<file path="src/sv/swmdb_pkg.sv">
package swmdb_pkg;

	localparam int LANES        = 8;
	localparam int MODULE_COUNT = 16;
	localparam int GROUP_W      = 5;
	localparam int CNT_W        = 8;
	localparam int ATTACK_W     = 7;
	localparam int LEVEL_W      = LANES;
	localparam int ID_W         = 8;
	localparam int LANE_IDX_W   = $clog2(LANES);
	localparam int DEPTH        = 17;
	localparam int SWITCH_COUNT = 136;
	localparam int CFG_IDX_W    = 1;
	localparam int CFG_DATA_W   = 8;

	localparam logic [GROUP_W-1:0]  MASTER_GROUP = GROUP_W'(16);
	localparam logic [CNT_W-1:0]    CNT_RESET    = CNT_W'(8);
	localparam logic [ATTACK_W-1:0] ATTACK_RESET = ATTACK_W'(8);
	localparam logic [LEVEL_W-1:0]  MASK_RESET   = LEVEL_W'(3);

	localparam logic [CFG_IDX_W-1:0] CFG_ATTACK = CFG_IDX_W'(0);
	localparam logic [CFG_IDX_W-1:0] CFG_MASK   = CFG_IDX_W'(1);

	typedef struct packed {
		logic               en;
		logic [GROUP_W-1:0] group;
		logic               active;
	} lane_req_t;

	typedef struct packed {
		logic evt;
		logic released;
	} lane_res_t;

	typedef struct packed {
		logic               s1_valid;
		logic               done;
		logic [LEVEL_W-1:0] mask;
	} merge_stat_t;

endpackage

</file>
<file path="src/sv/swmdb_in_if.sv">
interface swmdb_in_if;
	logic                          valid;
	logic                          ready;
	logic [swmdb_pkg::GROUP_W-1:0] group;
	logic [swmdb_pkg::LEVEL_W-1:0] levels;

	modport source (output valid, group, levels, input ready);
	modport sink (input valid, group, levels, output ready);
endinterface

</file>
<file path="src/sv/swmdb_out_if.sv">
interface swmdb_out_if;
	logic                       valid;
	logic                       ready;
	logic [swmdb_pkg::ID_W-1:0] switch_id;
	logic                       released;
	logic                       last;

	modport source (output valid, switch_id, released, last, input ready);
	modport sink (input valid, switch_id, released, last, output ready);
endinterface

</file>
<file path="src/sv/swmdb_cfg_if.sv">
interface swmdb_cfg_if;
	logic                             valid;
	logic                             ready;
	logic [swmdb_pkg::CFG_IDX_W-1:0]  index;
	logic [swmdb_pkg::CFG_DATA_W-1:0] data;

	modport source (output valid, index, data, input ready);
	modport sink (input valid, index, data, output ready);
endinterface

</file>
<file path="src/sv/switch_matrix_debounce_events.sv">
// Flow: an accepted group's events are registered in stage 1, then in the stage-2 mask, and leave one at a time.
// Throughput: one group per cycle while stage 1 holds no group with events waiting; a group
// with events (up to 8) waits for the single output serializer behind the eight counter lanes.
// Reset: arst_n clears all counters to 8 (switch off), attack_count to 8 and
// master_mask to 3; no event pending after reset.
module switch_matrix_debounce_events (
	input  logic        clk,
	input  logic        arst_n,
	swmdb_in_if.sink    items,
	swmdb_out_if.source events,
	swmdb_cfg_if.sink   cfg
);

	logic [swmdb_pkg::ATTACK_W-1:0] attack_count_q;
	logic [swmdb_pkg::LEVEL_W-1:0]  master_mask_q;

	swmdb_pkg::lane_req_t   lane_req [swmdb_pkg::LANES];
	swmdb_pkg::lane_res_t   lane_res [swmdb_pkg::LANES];
	swmdb_pkg::merge_stat_t stat;

	logic [swmdb_pkg::LEVEL_W-1:0] evt;
	logic [swmdb_pkg::LEVEL_W-1:0] rel;
	logic [swmdb_pkg::LEVEL_W-1:0] lvl;
	logic                          accept;
	logic                          is_master;

	assign cfg.ready    = 1'b1;
	assign items.ready  = !stat.s1_valid || stat.done;
	assign accept       = items.valid && items.ready;
	assign is_master    = (items.group == swmdb_pkg::MASTER_GROUP);
	assign lvl          = is_master ? (items.levels & master_mask_q) : items.levels;

	always_ff @(posedge clk or negedge arst_n) begin
		if (!arst_n) begin
			attack_count_q <= swmdb_pkg::ATTACK_RESET;
			master_mask_q  <= swmdb_pkg::MASK_RESET;
		end else if (cfg.valid && cfg.ready) begin
			case (cfg.index)
				swmdb_pkg::CFG_ATTACK: attack_count_q <= cfg.data[swmdb_pkg::ATTACK_W-1:0];
				swmdb_pkg::CFG_MASK:   master_mask_q  <= cfg.data;
				default: ;
			endcase
		end
	end

	for (genvar i = 0; i < swmdb_pkg::LANES; i++) begin : g_lane
		logic present;
		assign present = is_master || (items.group < swmdb_pkg::MASTER_GROUP
			&& 5'({items.group[3], 3'(i)}) < 5'(swmdb_pkg::MODULE_COUNT));
		assign lane_req[i].en     = accept && present;
		assign lane_req[i].group  = items.group;
		assign lane_req[i].active = !lvl[i];

		swmdb_lane u_lane (
			.clk          (clk),
			.arst_n       (arst_n),
			.req          (lane_req[i]),
			.attack_count (attack_count_q),
			.res          (lane_res[i])
		);

		assign evt[i] = lane_res[i].evt;
		assign rel[i] = lane_res[i].released;
	end

	swmdb_merge u_merge (
		.clk    (clk),
		.arst_n (arst_n),
		.load   (accept),
		.group  (items.group),
		.evt    (evt),
		.rel    (rel),
		.stat   (stat),
		.events (events)
	);

	a_more_follow: assert property (@(posedge clk) disable iff (!arst_n)
		events.valid && events.ready && !events.last |=> events.valid)
		else $error("event stream ended without last");

	a_id_range: assert property (@(posedge clk) disable iff (!arst_n)
		events.valid |-> events.switch_id < 8'(swmdb_pkg::SWITCH_COUNT))
		else $error("switch id out of range");

	a_no_overrun: assert property (@(posedge clk) disable iff (!arst_n)
		items.valid && items.ready && evt != '0 |=> stat.s1_valid)
		else $error("accepted group with events was lost");

	a_last_single: assert property (@(posedge clk) disable iff (!arst_n)
		events.valid && events.last |-> $onehot(stat.mask))
		else $error("last flagged with events pending");

endmodule

</file>
<file path="src/sv/swmdb_lane.sv">
module swmdb_lane (
	input  logic                                clk,
	input  logic                                arst_n,
	input  swmdb_pkg::lane_req_t                req,
	input  logic [swmdb_pkg::ATTACK_W-1:0]      attack_count,
	output swmdb_pkg::lane_res_t                res
);

	logic [swmdb_pkg::CNT_W-1:0] cnt_q [swmdb_pkg::DEPTH];
	logic [swmdb_pkg::CNT_W-1:0] cur;
	logic [swmdb_pkg::CNT_W-1:0] dec;
	logic [swmdb_pkg::CNT_W-1:0] nxt;
	logic                        wr;

	assign cur = (req.group <= swmdb_pkg::MASTER_GROUP) ? cnt_q[req.group]
		: swmdb_pkg::CNT_RESET;
	assign dec = cur - swmdb_pkg::CNT_W'(1);

	always_comb begin
		wr           = 1'b0;
		nxt          = cur;
		res.evt      = 1'b0;
		res.released = 1'b0;
		if (req.en && req.active && !cur[swmdb_pkg::CNT_W-1]) begin
			wr      = 1'b1;
			nxt     = dec;
			res.evt = dec[swmdb_pkg::CNT_W-1];
		end else if (req.en && !req.active && cur[swmdb_pkg::CNT_W-1]) begin
			wr           = 1'b1;
			nxt          = {1'b0, attack_count};
			res.evt      = 1'b1;
			res.released = 1'b1;
		end
	end

	always_ff @(posedge clk or negedge arst_n) begin
		if (!arst_n) begin
			for (int i = 0; i < swmdb_pkg::DEPTH; i++) begin
				cnt_q[i] <= swmdb_pkg::CNT_RESET;
			end
		end else if (wr) begin
			cnt_q[req.group] <= nxt;
		end
	end

endmodule

</file>
<file path="src/sv/swmdb_merge.sv">
module swmdb_merge (
	input  logic                                clk,
	input  logic                                arst_n,
	input  logic                                load,
	input  logic [swmdb_pkg::GROUP_W-1:0]       group,
	input  logic [swmdb_pkg::LEVEL_W-1:0]       evt,
	input  logic [swmdb_pkg::LEVEL_W-1:0]       rel,
	output swmdb_pkg::merge_stat_t              stat,
	swmdb_out_if.source                         events
);

	logic                          s1_valid_s1;
	logic [swmdb_pkg::GROUP_W-1:0] group_s1;
	logic [swmdb_pkg::LEVEL_W-1:0] evt_s1;
	logic [swmdb_pkg::LEVEL_W-1:0] rel_s1;

	logic [swmdb_pkg::GROUP_W-1:0] group_s2;
	logic [swmdb_pkg::LEVEL_W-1:0] mask_s2;
	logic [swmdb_pkg::LEVEL_W-1:0] rel_s2;

	logic [swmdb_pkg::LEVEL_W-1:0]    rest;
	logic [swmdb_pkg::LANE_IDX_W-1:0] idx;
	logic                             fire;
	logic                             done;

	assign rest = mask_s2 & (mask_s2 - swmdb_pkg::LEVEL_W'(1));
	assign fire = events.valid && events.ready;
	assign done = (mask_s2 == '0) || (fire && rest == '0);

	always_comb begin
		idx = '0;
		for (int i = swmdb_pkg::LANES - 1; i >= 0; i--) begin
			if (mask_s2[i]) begin
				idx = swmdb_pkg::LANE_IDX_W'(i);
			end
		end
	end

	assign events.valid     = (mask_s2 != '0);
	assign events.released  = rel_s2[idx];
	assign events.last      = (rest == '0);
	assign events.switch_id = (group_s2 == swmdb_pkg::MASTER_GROUP)
		? {1'b1, 4'b0000, idx}
		: {1'b0, group_s2[3], idx, group_s2[2:0]};

	assign stat.s1_valid = s1_valid_s1;
	assign stat.done     = done;
	assign stat.mask     = mask_s2;

	always_ff @(posedge clk or negedge arst_n) begin
		if (!arst_n) begin
			s1_valid_s1 <= 1'b0;
			mask_s2     <= '0;
		end else begin
			if (load && evt != '0) begin
				s1_valid_s1 <= 1'b1;
			end else if (done) begin
				s1_valid_s1 <= 1'b0;
			end
			if (done) begin
				mask_s2 <= s1_valid_s1 ? evt_s1 : '0;
			end else if (fire) begin
				mask_s2 <= rest;
			end
		end
	end

	always_ff @(posedge clk) begin
		if (load) begin
			group_s1 <= group;
			evt_s1   <= evt;
			rel_s1   <= rel;
		end
		if (done) begin
			group_s2 <= group_s1;
			rel_s2   <= rel_s1;
		end
	end

endmodule

</file>
<file path="src/flat_wrapper.sv">
// flat-port wrapper written by rule: the top's interface ports become plain ports
module switch_matrix_debounce_events_flat 
  (clk, arst_n, items_valid, items_group, items_levels, items_ready, events_valid, events_switch_id, events_released, events_last, events_ready, cfg_valid, cfg_index, cfg_data, cfg_ready);
  swmdb_in_if items_i ();
  swmdb_out_if events_i ();
  swmdb_cfg_if cfg_i ();
  input  logic clk;
  input  logic arst_n;
  input wire logic [$bits(items_i.valid)-1:0] items_valid;
  input wire logic [$bits(items_i.group)-1:0] items_group;
  input wire logic [$bits(items_i.levels)-1:0] items_levels;
  output wire logic [$bits(items_i.ready)-1:0] items_ready;
  output wire logic [$bits(events_i.valid)-1:0] events_valid;
  output wire logic [$bits(events_i.switch_id)-1:0] events_switch_id;
  output wire logic [$bits(events_i.released)-1:0] events_released;
  output wire logic [$bits(events_i.last)-1:0] events_last;
  input wire logic [$bits(events_i.ready)-1:0] events_ready;
  input wire logic [$bits(cfg_i.valid)-1:0] cfg_valid;
  input wire logic [$bits(cfg_i.index)-1:0] cfg_index;
  input wire logic [$bits(cfg_i.data)-1:0] cfg_data;
  output wire logic [$bits(cfg_i.ready)-1:0] cfg_ready;
  assign items_i.valid = items_valid;
  assign items_i.group = items_group;
  assign items_i.levels = items_levels;
  assign items_ready = items_i.ready;
  assign events_valid = events_i.valid;
  assign events_switch_id = events_i.switch_id;
  assign events_released = events_i.released;
  assign events_last = events_i.last;
  assign events_i.ready = events_ready;
  assign cfg_i.valid = cfg_valid;
  assign cfg_i.index = cfg_index;
  assign cfg_i.data = cfg_data;
  assign cfg_ready = cfg_i.ready;
  switch_matrix_debounce_events u_core (.clk(clk), .arst_n(arst_n), .items(items_i), .events(events_i), .cfg(cfg_i));
endmodule
</file>
<file path="config.mk">
export PLATFORM = sky130hd
export DESIGN_NAME = switch_matrix_debounce_events_flat
export DESIGN_NICKNAME = d
export VERILOG_FILES = /design/src/sv/swmdb_pkg.sv /design/src/sv/swmdb_in_if.sv /design/src/sv/swmdb_out_if.sv /design/src/sv/swmdb_cfg_if.sv /design/src/sv/switch_matrix_debounce_events.sv /design/src/sv/swmdb_lane.sv /design/src/sv/swmdb_merge.sv /design/src/flat_wrapper.sv
export SDC_FILE = /design/constraint.sdc
export NUM_CORES = 2
export LEC_CHECK = 0
export ABC_AREA = 1
export BUFFER_PORTS_ARGS = -buffer_cell sky130_fd_sc_hd__buf_4
export CELL_PAD_IN_SITES_DETAIL_PLACEMENT = 1
export CELL_PAD_IN_SITES_GLOBAL_PLACEMENT = 1
export CORE_MARGIN = 4
export CORE_UTILIZATION = 45
export CTS_CLUSTER_SIZE = 24
export DETAILED_ROUTE_END_ITERATION = 8
export PLACE_DENSITY_LB_ADDON = 0.1
export SYNTH_ARGS = -nofsm -noshare
export SYNTH_HDL_FRONTEND = slang
export SYNTH_SLANG_ARGS = --single-unit
</file>
<file path="constraint.sdc">
create_clock -name clk -period 5.27 [get_ports clk]
set_clock_uncertainty 0.15 [all_clocks]
set_input_delay 1.3175 -clock clk [delete_from_list [all_inputs] [get_ports clk]]
set_output_delay 1.3175 -clock clk [all_outputs]
set_load 0.02 [all_outputs]
</file>
==> results.md <==
- Outcome: finished, final reports clean
- Setup WS pre-CTS: 204 ps
- Non-Filler Instances: 9025
- Measured slew at the worst slew-check pin: 1340 ps
- Post-route cell area: 62500 um2
- Fin. max-slew vios: 0
- CP endpoint kind: primary output
- Final period util: 85.2%
- Placed insts: 8782
- CP required: 3800 ps
- Crit path cell chain: o21ai_0, a21oi_1, o21ai_0, nand2_1, inv_1, o21ai_0, o22ai_1, nor2_1, a31oi_1, buf_4
- Total number of vias: 50.8k
- Total die area: 130000 um2
- CP most frequent cell: o21ai_0
- Hold_buf cts: 0
- FF+latch count, synth: 1146
- Net Count, Synth: 7300
- Setup violations, final: 0
- Vias per cell: 5.63
- Clk slew on worst S/H paths: 60 ps
- Remaining global-route overflow: 0
- CORE AREA: 123000 um2
- Final critical-path required period: 4490 ps
- P per Cell Area: 369 nW/um2
- WL final: 208000 um
- # resized after CTS: 0
- Worst hold path type: register to register
- Yosys warning count: 0
- Post-CTS Setup Inserts: 0
- Post-synth EDFFs: 34
- Max-slew headroom: 10.9%
- First-pass GRT wire length: 322000 um
- MaxCap Viol Count: 0
- Critical path type: register to primary output
- Synth cell types: 58
- H-Tree Depth: 4
- RSZ-0062 raised after global routing: no
- CP delay by family, top: compound AO/OA/AOI/OAI gates
- Mapped Avg Cell Area: 7.68 um2
- Setup TNS: 0 ps
- CTS buffer count: 132
- Clock sink total: 1146
- Asr flop ratio synth: 97.0%
- Critical Path Start Type: register
- Most common cell after layout, fill and taps aside: nand2_1
- Synthesized area: 55800 um2
- Crit. path cell count: 10
- CP arrival: 3020 ps
- Final Hold Viols: 0
- RePlAce Congestion: 0.910
- Max VDD drop: 0.407 mV
- Worst-Skew Late Latency: 780 ps
- Primary FF master, synth: dfrtp_1
- Reg2reg path depth: 15
- Slowest CP cell: dfrtp_1
- Worst Path Buf+Inv: 2
- Initial antenna violation count: 4
- # rows: 128
- 1st-iter DRT viols: 4819
- Post-route ant nets: 0
- Layout cell share with drive strength beyond 1: 11.7%
- Most frequent cells in the layout: nand2_1, dfrtp_1, o21ai_0
- Post-DR wirelength/cell: 23.1 um
- Leak pwr: 0.0307 uW
- CTS tree: yes
- Worst hold stages: 0
- DRT Pass-1 Iters: 6
- Detailed placer's ending HPWL: 138000 um
- Cell Area, Placed: 58100 um2
- Setup ws final: 781 ps
- Starting Density: 45.5%
- Max Buffers Root-to-Sink: 3
- Number of global-route vias before repair: 52.1k
- DIE HEIGHT: 360 um
- Peak Freq: 0.223 GHz
- Total global-route track usage: 31.9%
- Io pins: 40
- Root buf cell: clkbuf_16
- Largest net degree at the start of global routing: 125
- DRC: 0
- Crit path max fanout: 7
- Layout area overhead: 12.1%
- Die outline width: 360 um
- Critical Path Max Stage Delay: 430 ps
- Mapped Cells: 7265
- Sequential fraction of the synthesis area: 52.0%
- Input/output buffers: 38
- Total Nets Final: 7326
## worst paths after layout
| kind | from | endpoint | slack, ps |
|---|---|---|---|
| max in group asynchronous | arst_n | u_core.g_lane[7].u_lane.cnt_q[82] | 3270 |
| min in group asynchronous | arst_n | u_core.g_lane[2].u_lane.cnt_q[114] | 440 |
| hold reg to reg | u_core.u_merge.rel_s1[0] | u_core.u_merge.rel_s2[0] | 270 |
| setup reg to reg | u_core.u_merge.mask_s2[1] | u_core.g_lane[3].u_lane.cnt_q[67] | 1150 |
| hold / removal | u_core.u_merge.rel_s1[0] | u_core.u_merge.rel_s2[0] | 270 |
| setup / recovery | u_core.u_merge.mask_s2[6] | events_released | 780 |
## final cells by class
cell class	instances	area [um2]
Fill cell	15100	60000
Sequential cell	1146	29000
Multi-Input combinational cell	5422	23500
Clock buffer	203	3930
Timing Repair Buffer	234	2180
Tap cell	1625	2030
Inverter	355	1360
Clock inverter	38	482
Antenna cell	2	5.00
## where the power goes
part | leakage (uW) | switching [uW] | internal (uW)
registers | 0.0149 | 416 | 9690
clock network | 0.00217 | 3880 | 5590
logic | 0.0137 | 2630 | 907
total | 0.0307 | 6920 | 16200
## cells by family (layout without fill, tap and decap cells)
kind of cell	count (synthesis)	after routing	share of synthesized area (%)
flip-flops	1146	1146	52.0
XOR/XNOR	4	4	0.0628
buffers and inverters	697	830	5.85
adder cells (fa/ha/maj)	8	8	0.179
multiplexers	1	1	0.0202
other	1	3	0.00672
AND/OR/NAND/NOR	4466	4466	32.8
AO/OA/AOI/OAI	942	942	9.04
## through the flow
stage | total power (uW) | hold slack, ps | util (%)
2_1_floorplan | 12100 | 250 | -
3_3_place_gp | 13600 | 253 | 47.4
3_5_place_dp | 13700 | 256 | 47.4
4_1_cts | 23200 | 270 | 51.0
5_1_grt | 24000 | 286 | 51.0
6_report | 23100 | 272 | 51.1
## synthesized netlist by cell type, types with 8 or more instances
| master | count | area share (%) |
|---|---|---|
| ha_1 | 8 | 0.18 |
| edfxtp_1 | 34 | 1.8 |
| a22oi_1 | 75 | 1.0 |
| o21ai_0 | 551 | 4.9 |
| nand2_2 | 19 | 0.21 |
| nor2_2 | 82 | 0.92 |
| buf_2 | 167 | 1.5 |
| a21oi_1 | 49 | 0.44 |
| inv_2 | 94 | 0.63 |
| nor2_1 | 213 | 1.4 |
| nand3_1 | 335 | 3.0 |
| clkbuf_1 | 80 | 0.54 |
| buf_1 | 21 | 0.14 |
| buf_6 | 32 | 0.65 |
| o22ai_1 | 22 | 0.25 |
| dfrtp_1 | 973 | 44 |
| nand4_1 | 100 | 1.1 |
| inv_1 | 250 | 1.7 |
| nor2_4 | 53 | 1.1 |
| nand2_1 | 3628 | 24 |
| inv_4 | 8 | 0.090 |
| dfstp_2 | 139 | 6.5 |
| o21ai_2 | 8 | 0.13 |
| buf_4 | 40 | 0.54 |
| o21ai_1 | 211 | 1.9 |
## state kept, by name, indices dropped and copies added, names as in the netlist
signal	flops
u_core.g_lane.u_lane.cnt_q	1088
u_core.master_mask_q	8
u_core.u_merge.evt_s1	8
u_core.u_merge.mask_s2	8
u_core.u_merge.rel_s1	8
u_core.u_merge.rel_s2	8
u_core.attack_count_q	7
u_core.u_merge.group_s1	5
u_core.u_merge.group_s2	5
u_core.u_merge.s1_valid_s1	1
## layer usage
| layer | part of all wire, % | GRT usage (%) | wire, um | vias up |
|---|---|---|---|---|
| li1 | - | - | - | 23100 |
| met1 | 45 | 45.2 | 93700 | 25800 |
| met2 | 45 | 50.5 | 94600 | 1537 |
| met3 | 6.1 | 4.60 | 12700 | 353 |
| met4 | 3.5 | 10.9 | 7340 | 0 |
| met5 | 0 | 0 | 0 | - |
## worst register-to-register path, stage by stage (launching register included)
cell and delay [ps]:
dfrtp_1 430, nor2_4 210, nand2_2 100, inv_2 90, a21oi_2 70, nor2_1 180, nand3_2 220, nand2_2 280
nand3_4 110, inv_2 460, buf_4 310, nand2_2 160, inv_4 170, nand3_1 680, nand3_1 350, nand2_1 80
Note: power is estimated with default switching activity, not from simulation.
